==> config.mk <==
export PLATFORM = sky130hd
export DESIGN_NAME = utf8_fullwidth_normalizer
export DESIGN_NICKNAME = d
export VERILOG_FILES = /design/src/design/ufn_pkg.sv /design/src/design/utf8_fullwidth_normalizer.sv /design/src/design/ufn_front.sv /design/src/design/ufn_jobq.sv /design/src/design/ufn_back.sv
export SDC_FILE = /design/constraint.sdc
export NUM_CORES = 1
export LEC_CHECK = 0
export BUFFER_PORTS_ARGS = -buffer_cell sky130_fd_sc_hd__buf_2
export CORE_ASPECT_RATIO = 1.75
export CORE_UTILIZATION = 45
export DETAILED_ROUTE_END_ITERATION = 7
export PLACE_DENSITY = 0.63
export SYNTH_ARGS = -nofsm -noshare
export SYNTH_HDL_FRONTEND = slang
export SYNTH_SLANG_ARGS = --single-unit
==> constraint.sdc <==
create_clock -name clk -period 10 [get_ports clk]
set_input_delay 2 -clock clk [delete_from_list [all_inputs] [get_ports clk]]
set_output_delay 2 -clock clk [all_outputs]
set_load 0.02 [all_outputs]
==> src/design/ufn_pkg.sv <==
// Shared types and constants for the UTF-8 fullwidth normalizer.
`default_nettype none
package ufn_pkg;

  localparam int JOBQ_DEPTH = 4;
  localparam int JOBQ_AW    = $clog2(JOBQ_DEPTH);
  localparam int JOBQ_CW    = $clog2(JOBQ_DEPTH + 1);

  localparam logic [7:0]  ASCII_LIMIT  = 8'h80;
  localparam logic [7:0]  ASCII_SPACE  = 8'h20;
  localparam logic [7:0]  LEAD2_MASK   = 8'hE0;
  localparam logic [7:0]  LEAD2_CODE   = 8'hC0;
  localparam logic [7:0]  LEAD3_MASK   = 8'hF0;
  localparam logic [7:0]  LEAD3_CODE   = 8'hE0;
  // fullwidth code points and the low-byte offset to their ASCII forms
  localparam logic [15:0] CP_IDEO_SPACE = 16'h3000;
  localparam logic [15:0] CP_UPPER_LO   = 16'hFF21;
  localparam logic [15:0] CP_UPPER_HI   = 16'hFF3A;
  localparam logic [15:0] CP_LOWER_LO   = 16'hFF41;
  localparam logic [15:0] CP_LOWER_HI   = 16'hFF5A;
  localparam logic [15:0] CP_DIGIT_LO   = 16'hFF10;
  localparam logic [15:0] CP_DIGIT_HI   = 16'hFF19;
  localparam logic [7:0]  FW_OFFSET     = 8'h20;

  typedef enum logic [1:0] {
    SEQ_NONE,
    SEQ_TWO,
    SEQ_THREE_A,
    SEQ_THREE_B
  } seq_state_t;

  typedef struct packed {
    logic [7:0] in_byte;
    logic       string_last;
  } in_item_t;

  typedef struct packed {
    logic       has_byte;
    logic [7:0] out_byte;
    logic       run_last;
    logic       string_end;
  } out_item_t;

  // one queued request: up to three bytes, or a bare end marker
  typedef struct packed {
    logic [1:0] nres;
    logic       has_byte;
    logic [7:0] b0;
    logic [7:0] b1;
    logic [7:0] b2;
    logic       str_end;
  } job_t;

endpackage
`default_nettype wire

==> src/design/utf8_fullwidth_normalizer.sv <==
// The first result of an input passes the job queue, then the output register;
// further results of the same input follow one per cycle while the output is
// popped. Throughput: one input byte per cycle while the job queue has room; the
// emitter drains one byte per cycle while popped, so a three-byte passthrough
// ties it up and the job queue absorbs the burst. Reset (rst_n, synchronous)
// drops any pending sequence and empties the queue and output register.
`default_nettype none
module utf8_fullwidth_normalizer (
  input  wire                 clk,
  input  wire                 rst_n,
  input  wire                 push,
  output logic                full,
  input  ufn_pkg::in_item_t   in_data,
  output logic                empty,
  input  wire                 pop,
  output ufn_pkg::out_item_t  out_data
);

  logic          accept;
  logic          job_push;
  ufn_pkg::job_t job_in;
  ufn_pkg::job_t job_head;
  logic          job_valid;
  logic          job_pop;
  logic          q_full;

  assign full   = q_full;
  assign accept = push && !q_full;

  ufn_front u_front (
    .clk      (clk),
    .rst_n    (rst_n),
    .accept   (accept),
    .item     (in_data),
    .job_push (job_push),
    .job      (job_in)
  );

  ufn_jobq u_jobq (
    .clk     (clk),
    .rst_n   (rst_n),
    .wr_en   (job_push),
    .wr_job  (job_in),
    .rd_en   (job_pop),
    .rd_job  (job_head),
    .q_full  (q_full),
    .q_valid (job_valid)
  );

  ufn_back u_back (
    .clk       (clk),
    .rst_n     (rst_n),
    .job_valid (job_valid),
    .job       (job_head),
    .job_pop   (job_pop),
    .pop       (pop),
    .empty     (empty),
    .out_data  (out_data)
  );

endmodule
`default_nettype wire

==> src/design/ufn_front.sv <==
// Front end: tracks UTF-8 sequences and turns an input byte into an output job when it yields bytes or ends the string.
`default_nettype none
module ufn_front (
  input  wire                 clk,
  input  wire                 rst_n,
  input  wire                 accept,
  input  ufn_pkg::in_item_t   item,
  output logic                job_push,
  output ufn_pkg::job_t       job
);

  ufn_pkg::seq_state_t state_r, state_nxt;
  logic [7:0]  held0_r, held0_nxt;
  logic [7:0]  held1_r, held1_nxt;
  logic [7:0]  c;
  logic [15:0] cp;
  logic [1:0]  n;
  logic        fw_map;

  assign c  = item.in_byte;
  assign cp = {held0_r[3:0], held1_r[5:0], c[5:0]};
  assign fw_map = (cp >= ufn_pkg::CP_UPPER_LO && cp <= ufn_pkg::CP_UPPER_HI)
               || (cp >= ufn_pkg::CP_LOWER_LO && cp <= ufn_pkg::CP_LOWER_HI)
               || (cp >= ufn_pkg::CP_DIGIT_LO && cp <= ufn_pkg::CP_DIGIT_HI);

  always_comb begin
    state_nxt = state_r;
    held0_nxt = held0_r;
    held1_nxt = held1_r;
    if (accept) begin
      unique case (state_r)
        ufn_pkg::SEQ_NONE: begin
          if (c >= ufn_pkg::ASCII_LIMIT) begin
            if ((c & ufn_pkg::LEAD2_MASK) == ufn_pkg::LEAD2_CODE) begin
              state_nxt = ufn_pkg::SEQ_TWO;
              held0_nxt = c;
            end else if ((c & ufn_pkg::LEAD3_MASK) == ufn_pkg::LEAD3_CODE) begin
              state_nxt = ufn_pkg::SEQ_THREE_A;
              held0_nxt = c;
            end
          end
        end
        ufn_pkg::SEQ_TWO:     state_nxt = ufn_pkg::SEQ_NONE;
        ufn_pkg::SEQ_THREE_A: begin
          state_nxt = ufn_pkg::SEQ_THREE_B;
          held1_nxt = c;
        end
        ufn_pkg::SEQ_THREE_B: state_nxt = ufn_pkg::SEQ_NONE;
        default:              state_nxt = ufn_pkg::SEQ_NONE;
      endcase
      // a pending sequence is dropped at end of string
      if (item.string_last) state_nxt = ufn_pkg::SEQ_NONE;
    end
  end

  always_comb begin
    n  = 2'd0;
    job.b0 = c;
    job.b1 = c;
    job.b2 = c;
    unique case (state_r)
      ufn_pkg::SEQ_NONE: begin
        if (c < ufn_pkg::ASCII_LIMIT) begin
          if (c != ufn_pkg::ASCII_SPACE) n = 2'd1;
        end else if ((c & ufn_pkg::LEAD2_MASK) != ufn_pkg::LEAD2_CODE &&
                     (c & ufn_pkg::LEAD3_MASK) != ufn_pkg::LEAD3_CODE) begin
          n = 2'd1;
        end
      end
      ufn_pkg::SEQ_TWO: begin
        n = 2'd2;
        job.b0 = held0_r;
      end
      ufn_pkg::SEQ_THREE_A: n = 2'd0;
      ufn_pkg::SEQ_THREE_B: begin
        if (cp == ufn_pkg::CP_IDEO_SPACE) begin
          n = 2'd0;
        end else if (fw_map) begin
          n = 2'd1;
          job.b0 = cp[7:0] + ufn_pkg::FW_OFFSET;
        end else begin
          n = 2'd3;
          job.b0 = held0_r;
          job.b1 = held1_r;
        end
      end
      default: n = 2'd0;
    endcase
    job.has_byte = (n != 2'd0);
    job.nres     = (n == 2'd0) ? 2'd1 : n;
    job.str_end  = item.string_last;
    job_push     = accept && ((n != 2'd0) || item.string_last);
  end

  always_ff @(posedge clk) begin
    if (!rst_n) begin
      state_r <= ufn_pkg::SEQ_NONE;
    end else begin
      state_r <= state_nxt;
    end
    held0_r <= held0_nxt;
    held1_r <= held1_nxt;
  end

endmodule
`default_nettype wire

==> src/design/ufn_jobq.sv <==
// Short job queue between the front end and the byte emitter.
`default_nettype none
module ufn_jobq (
  input  wire                 clk,
  input  wire                 rst_n,
  input  wire                 wr_en,
  input  ufn_pkg::job_t       wr_job,
  input  wire                 rd_en,
  output ufn_pkg::job_t       rd_job,
  output logic                q_full,
  output logic                q_valid
);

  ufn_pkg::job_t mem [ufn_pkg::JOBQ_DEPTH];
  logic [ufn_pkg::JOBQ_AW-1:0] wr_ptr_r, wr_ptr_nxt;
  logic [ufn_pkg::JOBQ_AW-1:0] rd_ptr_r, rd_ptr_nxt;
  logic [ufn_pkg::JOBQ_CW-1:0] cnt_r, cnt_nxt;

  assign q_full  = (cnt_r == ufn_pkg::JOBQ_CW'(ufn_pkg::JOBQ_DEPTH));
  assign q_valid = (cnt_r != '0);
  assign rd_job  = mem[rd_ptr_r];

  always_comb begin
    wr_ptr_nxt = wr_ptr_r + ufn_pkg::JOBQ_AW'(wr_en);
    rd_ptr_nxt = rd_ptr_r + ufn_pkg::JOBQ_AW'(rd_en);
    cnt_nxt    = cnt_r + ufn_pkg::JOBQ_CW'(wr_en) - ufn_pkg::JOBQ_CW'(rd_en);
  end

  always_ff @(posedge clk) begin
    if (!rst_n) begin
      wr_ptr_r <= '0;
      rd_ptr_r <= '0;
      cnt_r    <= '0;
    end else begin
      wr_ptr_r <= wr_ptr_nxt;
      rd_ptr_r <= rd_ptr_nxt;
      cnt_r    <= cnt_nxt;
    end
  end

  always_ff @(posedge clk) begin
    if (wr_en) mem[wr_ptr_r] <= wr_job;
  end

endmodule
`default_nettype wire

==> src/design/ufn_back.sv <==
// Back end: walks each job one byte per cycle, while the output register is free or popped, into that register.
`default_nettype none
module ufn_back (
  input  wire                 clk,
  input  wire                 rst_n,
  input  wire                 job_valid,
  input  ufn_pkg::job_t       job,
  output logic                job_pop,
  input  wire                 pop,
  output logic                empty,
  output ufn_pkg::out_item_t  out_data
);

  logic                out_vld_r, out_vld_nxt;
  ufn_pkg::out_item_t  out_r, out_nxt;
  logic [1:0]          idx_r, idx_nxt;
  logic                load;
  logic                tail;
  logic [7:0]          sel_byte;

  assign load = job_valid && (!out_vld_r || pop);
  assign tail = (idx_r == job.nres - 2'd1);

  always_comb begin
    case (idx_r)
      2'd0:    sel_byte = job.b0;
      2'd1:    sel_byte = job.b1;
      default: sel_byte = job.b2;
    endcase
  end

  always_comb begin
    out_nxt     = out_r;
    idx_nxt     = idx_r;
    job_pop     = 1'b0;
    out_vld_nxt = out_vld_r && !pop;
    if (load) begin
      out_vld_nxt         = 1'b1;
      out_nxt.has_byte    = job.has_byte;
      out_nxt.out_byte    = job.has_byte ? sel_byte : 8'h00;
      out_nxt.run_last    = tail;
      out_nxt.string_end  = tail && job.str_end;
      job_pop             = tail;
      idx_nxt             = tail ? 2'd0 : idx_r + 2'd1;
    end
  end

  always_ff @(posedge clk) begin
    if (!rst_n) begin
      out_vld_r <= 1'b0;
      idx_r     <= 2'd0;
    end else begin
      out_vld_r <= out_vld_nxt;
      idx_r     <= idx_nxt;
    end
    out_r <= out_nxt;
  end

  assign empty    = !out_vld_r;
  assign out_data = out_r;

  a_end_is_run_last: assert property (@(posedge clk) disable iff (!rst_n)
    (out_vld_r && out_r.string_end) |-> out_r.run_last)
    else $error("string_end without run_last");

  a_bare_marker: assert property (@(posedge clk) disable iff (!rst_n)
    (out_vld_r && !out_r.has_byte) |-> (out_r.out_byte == 8'h00 && out_r.string_end))
    else $error("bare end marker malformed");

  a_idx_in_job: assert property (@(posedge clk) disable iff (!rst_n)
    job_valid |-> (idx_r < job.nres))
    else $error("byte index past job length");

  a_pop_on_tail: assert property (@(posedge clk) disable iff (!rst_n)
    job_pop |=> (idx_r == 2'd0))
    else $error("index not rewound after job");

endmodule
`default_nettype wire
# Word level (Yosys, flattened, before mapping)

Memories as Yosys holds them, arrays and structs flattened. A register that Yosys moved wholly into a read port is not among the register bits.
Cells that the tools add are included.
W data, S select, Z words.

Register bits: 39
Bits in writable memories: 112
Input port bits: 13
Output and inout port bits: 13
Logic and storage cells: 94
Memories kept: 1

Add/subtract/negate cells: 7
$lt $le $gt $ge: 8
Equal/unequal tests: 14
Multiplexer cells: 26
Reduce and logical (&&, ||, !) cells: 26

Memory list:

| memory     | depth | width | read ports | clocked after memory_dff | write ports | RTL line       | source |
|---|---|---|---|---|---|---|---|
| u_jobq.mem | 4     | 28    | 1          | 1                        | 1           | ufn_jobq.sv:14 | `ufn_pkg::job_t mem [ufn_pkg::JOBQ_DEPTH];` |

Operators by type and width:

| operator               | number |
|---|---|
| $ge A16 B16 Y1 const B | 3 |
| $le A16 B16 Y1 const B | 3 |
| $mux W8                | 5 |
| $pmux W8 S2            | 2 |
| $mux W2                | 10 |
| $eq A16 B14 Y1 const B | 1 |
| $mux W16               | 1 |
| $logic_and A1 B1 Y1    | 9 |
| $add A8 B6 Y8 const B  | 1 |
| $ge A8 B8 Y1 const B   | 1 |
| $lt A8 B8 Y1 const B   | 1 |
| $ne A8 B6 Y1 const B   | 1 |
| $pmux W2 S4            | 1 |
| $eq A3 B3 Y1 const B   | 2 |
| $logic_not A2 Y1       | 3 |
| $mux W1                | 6 |
| $pmux W2 S3            | 1 |
| $add A2 B1 Y2          | 2 |
| $eq A2 B1 Y1 const B   | 2 |
| $eq A2 B2 Y1 const B   | 2 |
| $eq A4 B4 Y1 const B   | 1 |
| $logic_or A1 B1 Y1     | 4 |
| $ne A4 B2 Y1 const B   | 1 |
| $ne A4 B4 Y1 const B   | 1 |
| 14 further kinds       | 17 |

# Depth between registers and ports, before layout

Gate-level depths: netlist (run 1).

Depth after elaboration: 12
Depth in mapped cells: 12
Depth with buffers taken out: 11

# By module

A second synthesis (run 1) with hierarchy kept.

Cell total of the unflattened synthesis: 355
Area total of the unflattened synthesis: 6387.4 um^2

By module, submodules not included:

| module                    | times used | cells each | area an instance (um^2) | seq. area each (um^2) |
|---|---|---|---|---|
| ufn_jobq                  | 1          | 179        | 4440.5                  | 3503.4 |
| ufn_front                 | 1          | 112        | 1227.4                  | 520.5 |
| ufn_back                  | 1          | 63         | 705.7                   | 390.4 |
| utf8_fullwidth_normalizer | 1          | 1          | 13.8                    | 0.0 |

# Worst setup path before layout (run 1)

OpenSTA, ideal clock, no wires.

Path kind: input-to-reg
From: input in_data[6] (netlist bit)
To: memory u_jobq.mem[2][0] (netlist bit), enable pin
Setup time: 454 ps
Arrival time: 4996 ps
Data required time: 9546 ps
Setup slack: 4549 ps
Stages: 6
Path buffers: 1
Cell sequence: clkbuf_2 -> a21o_1 -> a21oi_1 -> o21ai_0 -> o21bai_1 -> nor3b_1

RTL lines:

| element            | RTL line                        | source |
|---|---|---|
| start: declaration | utf8_fullwidth_normalizer.sv:13 | `input ufn_pkg::in_item_t in_data,` |
| end: declaration   | ufn_jobq.sv:14                  |  |

==> results of run 1 <==
[per-layer routing]
metal  vias up  share of wire  routed length, um  GRT usage
met1      1728           0.41               4940      0.211
met3        22          0.032                394     0.0460
met5         -              0                  0          0
met4         0          0.025                308     0.0750
li1       1526              -                  -          -
met2        81           0.54               6540      0.320
[power breakdown]
part | switching [mW] | internal [mW]
clock | 0.256 | 0.369
sequential | 0.0225 | 0.792
combinational | 0.250 | 0.173
total | 0.528 | 1.33
[cell families after synthesis]
group,synth area share
AO/OA/AOI/OAI,0.0602
multiplexers,0.125
flip-flops,0.699
buffers and inverters,0.0228
AND/OR/NAND/NOR,0.0640
adder cells (fa/ha/maj),0.0210
XOR/XNOR,0.00832
[cell usage after synthesis, types with 2 or more instances]
| library cell | n | share of area |
|---|---|---|
| edfxtp_1 | 139 | 0.66 |
| mux4_2 | 27 | 0.096 |
| inv_1 | 20 | 0.012 |
| nand2_1 | 20 | 0.012 |
| dfxtp_1 | 12 | 0.038 |
| nor2_1 | 11 | 0.0065 |
| a21oi_1 | 10 | 0.0079 |
| and2_1 | 9 | 0.0089 |
| ha_1 | 9 | 0.018 |
| a22oi_1 | 8 | 0.0095 |
| mux2_4 | 8 | 0.019 |
| nor3_1 | 7 | 0.0055 |
| nor4_1 | 5 | 0.0050 |
| clkbuf_1 | 4 | 0.0024 |
| mux2i_1 | 4 | 0.0063 |
| xnor2_1 | 4 | 0.0055 |
| a21boi_0 | 3 | 0.0036 |
| buf_1 | 3 | 0.0018 |
| buf_2 | 3 | 0.0024 |
| nand3_1 | 3 | 0.0024 |
| o21ai_0 | 3 | 0.0024 |
| a211oi_1 | 2 | 0.0024 |
| a21o_1 | 2 | 0.0024 |
| a22o_1 | 2 | 0.0028 |
| a32oi_1 | 2 | 0.0028 |
| nand2b_1 | 2 | 0.0020 |
| nand4_1 | 2 | 0.0020 |
| nor2b_1 | 2 | 0.0020 |
| nor3b_1 | 2 | 0.0024 |
| o21ai_1 | 2 | 0.0016 |
| o22a_1 | 2 | 0.0028 |
| xor2_1 | 2 | 0.0028 |
[critical path: cells and delay by family]
| family | cells | cell delay, ps |
|---|---|---|
| compound gates | 3 | 1210 |
| xor+xnor | 2 | 270 |
| fa+ha+maj | 2 | 610 |
| buf+inv | 2 | 370 |
| simple gates | 3 | 760 |
[layout make-up]
class | count | share of cell area
sequential | 151 | 0.609
multi-input combinational | 180 | 0.245
clock buffer | 18 | 0.0592
tap | 174 | 0.0300
timing repair buffer | 33 | 0.0255
clock inverter | 14 | 0.0205
inverter | 21 | 0.0109
[final timing paths]
kind | endpoint | slack [ps] | from | depth (start not counted)
max | u_jobq.cnt_r[2] | 5090 | in_data[6] | 12
min | u_back.idx_r[0] | 490 | u_back.idx_r[0] | 2
max reg2reg | u_jobq.cnt_r[2] | 6360 | u_front.held1_r[0] | 11
min reg2reg | u_back.idx_r[0] | 490 | u_back.idx_r[0] | 2
[state kept, by name (all words and copies together), names as in the netlist]
name / cells
u_front.held0_r: 8
u_jobq.wr_ptr_r: 2
u_front.held1_r: 8
u_back.out_vld_r: 1
u_jobq.mem: 112
u_jobq.cnt_r: 3
u_back.idx_r: 2
u_jobq.rd_ptr_r: 2
u_back.out_data: 11
u_front.state_r: 2
==> run metrics, run 1 <==
syn nets=388; Final Hold Viols=0; Non-Filler Instances=591; Ports=26; Power Density=around 260 nW/um^2; Peak Freq=between 200 and 250 MHz; setup bufs post-CTS=0; clock sink total=roughly 150; Setup Viol. Count Final=0; max cap viols=0; hold crit path type=register to register; Slew Viols, Final=0; # fillers=1,085; Finished Core Util=0.536; clk slew on worst S/H paths=60 ps; share of cells above drive strength 1=0.271; Tot GR Track Use=0.183; leakage=2.44 nW; CP Class=input port to register; Main synth FF type=edfxtp_1; fin nets=427; final period utilization=0.491; clk buf depth=2; Setup WS post-layout=5090 ps; Worst Tran Pin Value=1100 ps; RSZ-0062 raised after global routing=false; Post-Syn Instances=365; crit-path max cell delay=520 ps; Placed Cells=559; most frequent cells in the layout=edfxtp_1, mux4_2, buf_2; P&R area growth vs syn=14.8%; Worst Path Required=10,310 ps; DRT iter0 DRCs=249; overall power=1.86 mW; drt wl/cell=20.6 um; drt pass-1 iters=4; floorplan die width=91.6 um; outcome=complete, no violations; H-tree depth=4; post-cts sizing count=0; Setup TNS Final=0 ps; first-pass GRT wire length=19,600 um; via-per-instance ratio=5.68; area of the multi-input gates=1780 um^2; clock buffer count from CTS=17; mean post-synth cell area=between 15 and 20 um^2; Crit Path Max Fanout=18; routability-driven placement congestion ratio=0.786; most numerous cell on the critical path=xnor2_1; Async SR Flop Fraction=0; Post-DP HPWL=between 8000 and 9000 um; CTS tree=yes; Placed Instance Area=6680 um^2; post-place setup slack=4710 ps; global route overflow=0; minimum clock period=between 4000 and 5000 ps; Seq/Total Area, Yosys=0.699; hold_ws=slightly below 500 ps; ordered list of cells on the worst path=buf_2, nor3_1, nand2_1, o311ai_1, o21ai_0, o21bai_1, inv_1, ha_1, fa_1, xnor2_1, xnor2_1, and2_1; Post-synth EDFFs=139; Worst EP arrival=5220 ps; #FFs+latches synth=151; Die H=159 um; # diodes=0; total wire length=12,200 um; number of global-route vias before repair=3,595; clk_skew=about 5.6 ps; clock latency on the worst-skew pair=420 ps; library cells used by synthesis=63; Cell Rows=56; CP Capture Type=register; fin area=7250 um^2; largest net degree at the start of global routing=31; commonest non-fill, non-tap cell in the layout=edfxtp_1; IO buf count=25; Crit-path slowest cell=o21bai_1; core area=~14,000 um^2; number of routed nets with antenna violations=0; max_slew headroom=0.266; Die ar.=14,500 um^2; DRC violations left=0; synth warn=0; root buf cell=clkbuf_16; via count=3,357; mapped cell area=6320 um^2; crit path launch type=input port; initial antenna violation count=0; # hold bufs at CTS=0; Initial Util=0.467; VDD IR max=0.000118 V; FF/Latch Area=4420 um^2
Note: power is estimated with default switching activity, not from simulation.
==> run 2: changes to the inputs <==
--- a/config.mk
+++ b/config.mk
@@ -5,6 +5,7 @@
 export SDC_FILE = /design/constraint.sdc
 export NUM_CORES = 1
 export LEC_CHECK = 0
+export ABC_AREA = 1
 export BUFFER_PORTS_ARGS = -buffer_cell sky130_fd_sc_hd__buf_2
 export CORE_ASPECT_RATIO = 1.75
 export CORE_UTILIZATION = 45
==> constraint.sdc (replaced) <==
create_clock -name clk -period 4.9 [get_ports clk]
set_input_delay 0.98 -clock clk [delete_from_list [all_inputs] [get_ports clk]]
set_output_delay 0.98 -clock clk [all_outputs]
set_load 0.02 [all_outputs]
==> run metrics, run 2 <==
Tot GR Track Use=0.207 (+0.0236); synth warn=0 (unchanged); H-tree depth=4 (unchanged); #FFs+latches synth=151 (unchanged); top cell type's share of synthesized area=0.627 (-0.0338); clock sink total=151 (unchanged); number of global-route vias before repair=4,641 (+29%); max reg flops=112 (unchanged); IO buf count=25 (unchanged); Worst Tran Pin Value=698 ps (-399 ps); Power Density=553 nW/um^2 (+120%); sequential power share=0.412 (-0.025); via count=4,498 (+34%); largest register by flop count=u_jobq.mem; count leader, synth=edfxtp_1; most frequent cells in the layout=edfxtp_1, nand2_1, nor2_1; library cells used by synthesis=35 (-44%); Worst Path Required=5220 ps (-5090 ps); commonest cells in the netlist=edfxtp_1, nand2_1, nor2_1, o21ai_0, inv_1; routability-driven placement congestion ratio=0.910 (+16%); Slew Viols, Final=0 (unchanged); crit path launch type=register; # fillers=1,264 (+16%); floorplan die width=94.0 um (+2.6%); met2 usage=0.373 (+0.0534); clock buffer count from CTS=17 (unchanged); hold_ws=552 ps (+60.5 ps); Ports=26 (unchanged); Setup Viol. Count Final=0 (unchanged); final period utilization=0.599; commonest non-fill, non-tap cell in the layout=edfxtp_1; root buf cell=clkbuf_16; clk buf depth=2 (unchanged); mapped cell area=6660 um^2 (+5.4%); via-per-instance ratio=5.39 (-5.1%); Post-Syn Instances=608 (+67%); Die H=163 um (+2.6%); clock latency on the worst-skew pair=420 ps (about the same); P_sw=1.40 mW (+170%); largest net degree at the start of global routing=58 (+87%); global route overflow=0 (unchanged); leakage=2.97 nW (+21%); post-cts sizing count=0 (unchanged); clk slew on worst S/H paths=60 ps (about the same); Post-synth EDFFs=139 (unchanged); CP Class=register to register; syn nets=631 (+63%); RSZ-0062 raised after global routing=false; combinational share of power=0.287 (+0.060); clock group share of total power=0.301 (-0.034); total wire length=14,700 um (+20%); minimum clock period=2940 ps; Async SR Flop Fraction=0 (unchanged); DRT iter0 DRCs=258 (+3.6%); Final Hold Viols=0 (unchanged); CP Capture Type=register; Seq/Total Area, Yosys=0.663 (-0.0357); P_int=2.78 mW (+110%); met1 usage=0.218 (+0.00647); top post-synthesis cells by area=edfxtp_1, nand2_1, o21ai_0; Initial Util=0.461 (-0.00615); mean post-synth cell area=11.0 um^2 (-37%); initial antenna violation count=0 (unchanged); CTS tree=yes; # diodes=0 (unchanged); max cap viols=0 (unchanged); Cell Rows=58 (+3.6%); Worst EP arrival=3250 ps (-1970 ps); Yosys top cell by area=edfxtp_1; drt wl/cell=17.6 um (-15%); DRC violations left=0 (unchanged); P&R area growth vs syn=13.6%; VDD IR max=0.000246 V (+110%); first-pass GRT wire length=23,100 um (+18%); Die ar.=15,300 um^2 (+5.3%); number of routed nets with antenna violations=0 (unchanged); core area=14,400 um^2 (+6.8%); max_slew headroom=0.530 (+0.264); setup bufs post-CTS=0 (unchanged); Finished Core Util=0.524 (-0.0124); hold crit path type=register to register; clk_skew=11.3 ps (+5.63 ps); sw frac=0.335 (+0.0513); Setup TNS Final=0 ps (unchanged); Crit Path Max Fanout=41 (+23); outcome=complete, no violations; Main synth FF type=edfxtp_1; Top Usage Layer GRT=met2; drt pass-1 iters=5 (+1); Post-DP HPWL=9710 um (+20%); fin nets=664 (+56%); Peak Freq=between 300 and 400 MHz; # hold bufs at CTS=0 (unchanged); share of cells above drive strength 1=0.153 (-0.118); met3 Usage GRT=0.0472 (+0.00118)
run 2: changes by cell type after synthesis, sizes merged, moves of 9 or more:
| cell | delta |
|---|---|
| mux4 | -27 |
| o21ai | +68 |
| nand2 | +94 |
| mux2 | -10 |
| nand3 | +26 |
| and2 | -9 |
| inv | +45 |
| o22ai | +30 |
| nor2 | +71 |
run 2: worst max-delay path, cell delays in order (launching register included):
cell	delay [ps]
dfxtp_1	320
inv_2	220
buf_4	430
nand2_2	80
nand3_2	80
nand2_2	60
xor2_2	150
inv_2	50
o21ai_2	40
nand2_1	90
inv_2	50
nand2_2	80
inv_1	70
ha_1	270
inv_1	40
ha_1	190
fa_1	380
xnor2_1	160
nor2_1	50
run 2: cell families (layout without fill, tap and decap cells):
family,Yosys count,in the layout,share of synthesized area
AOI/OAI and AO/OA,108,108,0.0930
xor gates and xnor gates,7,7,0.0103
adders and majority gates,10,10,0.0199
buffers and inverters,89,135,0.0552
DFF,151,151,0.663
and+or+nand+nor,243,243,0.159
run 2: power groups by stage:
stage	registers, mW	logic, mW	clock network, mW
6_report	1.73	1.20	1.26
5_1_grt	1.74	1.35	1.33
4_1_cts	1.73	1.22	1.28
3_5_place_dp	1.75	1.20	0
3_3_place_gp	1.75	1.18	0
2_1_floorplan	1.81	0.802	0
run 2: worst paths after layout:
| kind | slack [ps] | cells past startpoint | to | start |
|---|---|---|---|---|
| worst max register to register | 1960 | 18 | u_jobq.cnt_r[2] | u_jobq.rd_ptr_r[0] |
| worst max-delay path | 1960 | 18 | u_jobq.cnt_r[2] | u_jobq.rd_ptr_r[0] |
| worst min-delay path | 550 | 2 | u_front.state_r[0] | u_front.state_r[1] |
| worst min register to register | 550 | 2 | u_front.state_r[0] | u_front.state_r[1] |
run 2: cell type report:
type,instances,area (um^2),share of cell area
clock inverters,8,55.1,0.00728
flip-flops and latches,151,4410,0.583
clock buffers,24,526,0.0695
multi-input cells,368,1890,0.249
repair buffers,36,208,0.0275
inverters,67,251,0.0332
well taps,180,225,0.0298
run 2: through the flow:
step | setup WS [ps] | area, um^2 | instances | total power, mW
floorplan | 1730 | 6660 | 608 | 2.61
global placement | 1720 | 6990 | 802 | 2.92
detailed placement | 1700 | 6990 | 802 | 2.95
CTS | 1950 | 7570 | 834 | 4.22
global route | 1770 | 7570 | 834 | 4.41
finish | 1960 | 7570 | 834 | 4.19
run 2: metal layers:
layer  part of all wire  up-vias
met3              0.043       42
li1                   -     2165
met2               0.54      139
met1               0.38     2152
met4              0.037        0
met5                  0        -
==> run 3: changes to the inputs <==
==> constraint.sdc (replaced) <==
create_clock -name clk -period 3 [get_ports clk]
set_input_delay 0.6 -clock clk [delete_from_list [all_inputs] [get_ports clk]]
set_output_delay 0.6 -clock clk [all_outputs]
set_load 0.02 [all_outputs]
==> run metrics, run 3 (synthesized netlist as in run 2, its figures left out) <==
outcome=complete, no violations; Final Hold Viols=0 (unchanged); root buf cell=clkbuf_16; Buf/Inv on CP=5 (-1); Critical Path Start=u_jobq.rd_ptr_r[0]; Initial Util=0.461 (unchanged); Worst Tran Pin Value=720 ps (+21.6 ps); # diodes=0 (unchanged); fin nets=670 (+0.90%); number of global-route vias before repair=4,566 (-1.6%); DRT iter0 DRCs=326 (+26%); CP Class=register to register; leakage=3.00 nW (+1.2%); clock buffer count from CTS=17 (unchanged); clock sink total=151 (unchanged); global route overflow=0 (unchanged); Worst Path Required=3310 ps (-1910 ps); Tot GR Track Use=0.209 (+0.00266); Setup Viol. Count Final=0 (unchanged); IO buf count=25 (unchanged); largest register by flop count=u_jobq.mem; Crit Path Max Fanout=19 (-54%); via count=4,543 (+1.0%); most frequent cells in the layout=edfxtp_1, nand2_1, nor2_1; post-place setup slack=347 ps (-1350 ps); routability-driven placement congestion ratio=0.880 (-3.3%); crit-path max cell delay=390 ps (-40 ps); drt wl/cell=17.5 um (-0.27%); min-delay src=pop; final period utilization=0.857 (+0.258); max reg flops=112 (unchanged); Crit-path slowest cell=fa_1; clock latency on the worst-skew pair=420 ps (about the same); CP Capture Type=register; first-pass GRT wire length=23,500 um (+1.9%); CTS tree=yes; number of routed nets with antenna violations=0 (unchanged); P&R area growth vs syn=15.2%; RSZ-0062 raised after global routing=false; Non-Filler Instances=840 (+0.72%); Power Density=909 nW/um^2 (+64%); drt pass-1 iters=5 (unchanged); Placed Cells=808 (+0.75%); H-tree depth=4 (unchanged); share of cells above drive strength 1=0.164 (+0.0107); floorplan die width=94.0 um (unchanged); initial antenna violation count=0 (unchanged); P_sw=2.37 mW (+69%); Slew Viols, Final=0 (unchanged); Post-DP HPWL=9670 um (-0.36%); clock group share of total power=0.306 (+0.005); max_slew headroom=0.515 (-0.0146); launching point of the worst reg2reg path=u_jobq.rd_ptr_r[0]; Die H=163 um (unchanged); minimum clock period=2570 ps (-364 ps); DRC violations left=0 (unchanged); total wire length=14,700 um (+0.45%); VDD IR max=0.000444 V (+80%); combinational share of power=0.290 (+0.003); core area=14,400 um^2 (unchanged); hold crit path type=input port to register; crit path launch type=register; # hold bufs at CTS=0 (unchanged); sw frac=0.340 (+0.00549); Crit path max-delay family=adder cells; largest net degree at the start of global routing=39 (-33%); R2R Setup Slk=430 ps (-1540 ps); clk buf depth=2 (unchanged); post-cts sizing count=0 (unchanged); max cap viols=0 (unchanged); clk slew on worst S/H paths=70 ps (about the same); commonest non-fill, non-tap cell in the layout=edfxtp_1; via-per-instance ratio=5.41 (+0.28%); P_int=4.60 mW (+65%); Ports=26 (unchanged); Cell Rows=58 (unchanged); setup bufs post-CTS=0 (unchanged); clk_skew=9.69 ps (-1.59 ps); Peak Freq=389 MHz (+14%); Worst EP arrival=2880 ps (-370 ps); # fillers=1,284 (+1.6%); Setup WS post-layout=428 ps (-1540 ps); Die ar.=15,300 um^2 (unchanged); Setup TNS Final=0 ps (unchanged); ordered list of cells on the worst path=buf_4, nand2_1, nand3_1, nand2_2, xor2_2, inv_2, o21ai_2, nand2_1, inv_2, nand2_2, inv_1, ha_1, inv_1, ha_1, fa_1, xnor2_1, nor2_1; sequential power share=0.404 (-0.008)
[run 3: path summary, 6_finish.rpt]
path,cells after the start,to
min,4,u_back.out_vld_r
max reg2reg,17,u_jobq.cnt_r[2]
max,17,u_jobq.cnt_r[2]
min reg2reg,4,u_back.out_vld_r
[run 3: routing by layer]
layer	up-vias	GRT usage	wire [um]
li1	2178	-	-
met3	16	0.0369	708
met4	0	0.0769	204
met2	157	0.378	8080
met1	2192	0.244	5740
met5	-	0	0
[run 3: power by group through the flow]
stage / Clock, mW / Combinational [mW] / Sequential (mW)
finish: 2.14 / 2.02 / 2.82
global route: 2.24 / 2.28 / 2.84
CTS: 2.16 / 2.05 / 2.82
detailed placement: 0 / 2.03 / 2.86
global placement: 0 / 1.98 / 2.85
floorplan: 0 / 1.31 / 2.95
[run 3: through the flow]
step | total power, mW | utilization | hold slack [ps] | instance area, um^2
floorplan | 4.26 | - | 496 | 6660
global placement | 4.84 | 0.490 | 541 | 7080
detailed placement | 4.89 | 0.490 | 568 | 7080
CTS | 7.02 | 0.531 | 442 | 7670
global route | 7.36 | 0.531 | 472 | 7670
finish | 6.97 | 0.531 | 460 | 7670
[run 3: final cells by class]
cell class	instances	area, um^2	share of cell area
Inverter	67	251	0.0328
Tap cell	180	225	0.0293
Clock buffer	17	425	0.0554
Timing Repair Buffer	42	303	0.0395
Multi-Input combinational cell	368	1890	0.246
Sequential cell	151	4410	0.575
Clock inverter	15	168	0.0218
[run 3: tightest hold or removal path: cells and delay by family]
kind | cells | cell delay, ps
buffers and inverters | 2 | 110
and+or+nand+nor | 1 | 50
AOI/OAI and AO/OA | 1 | 70
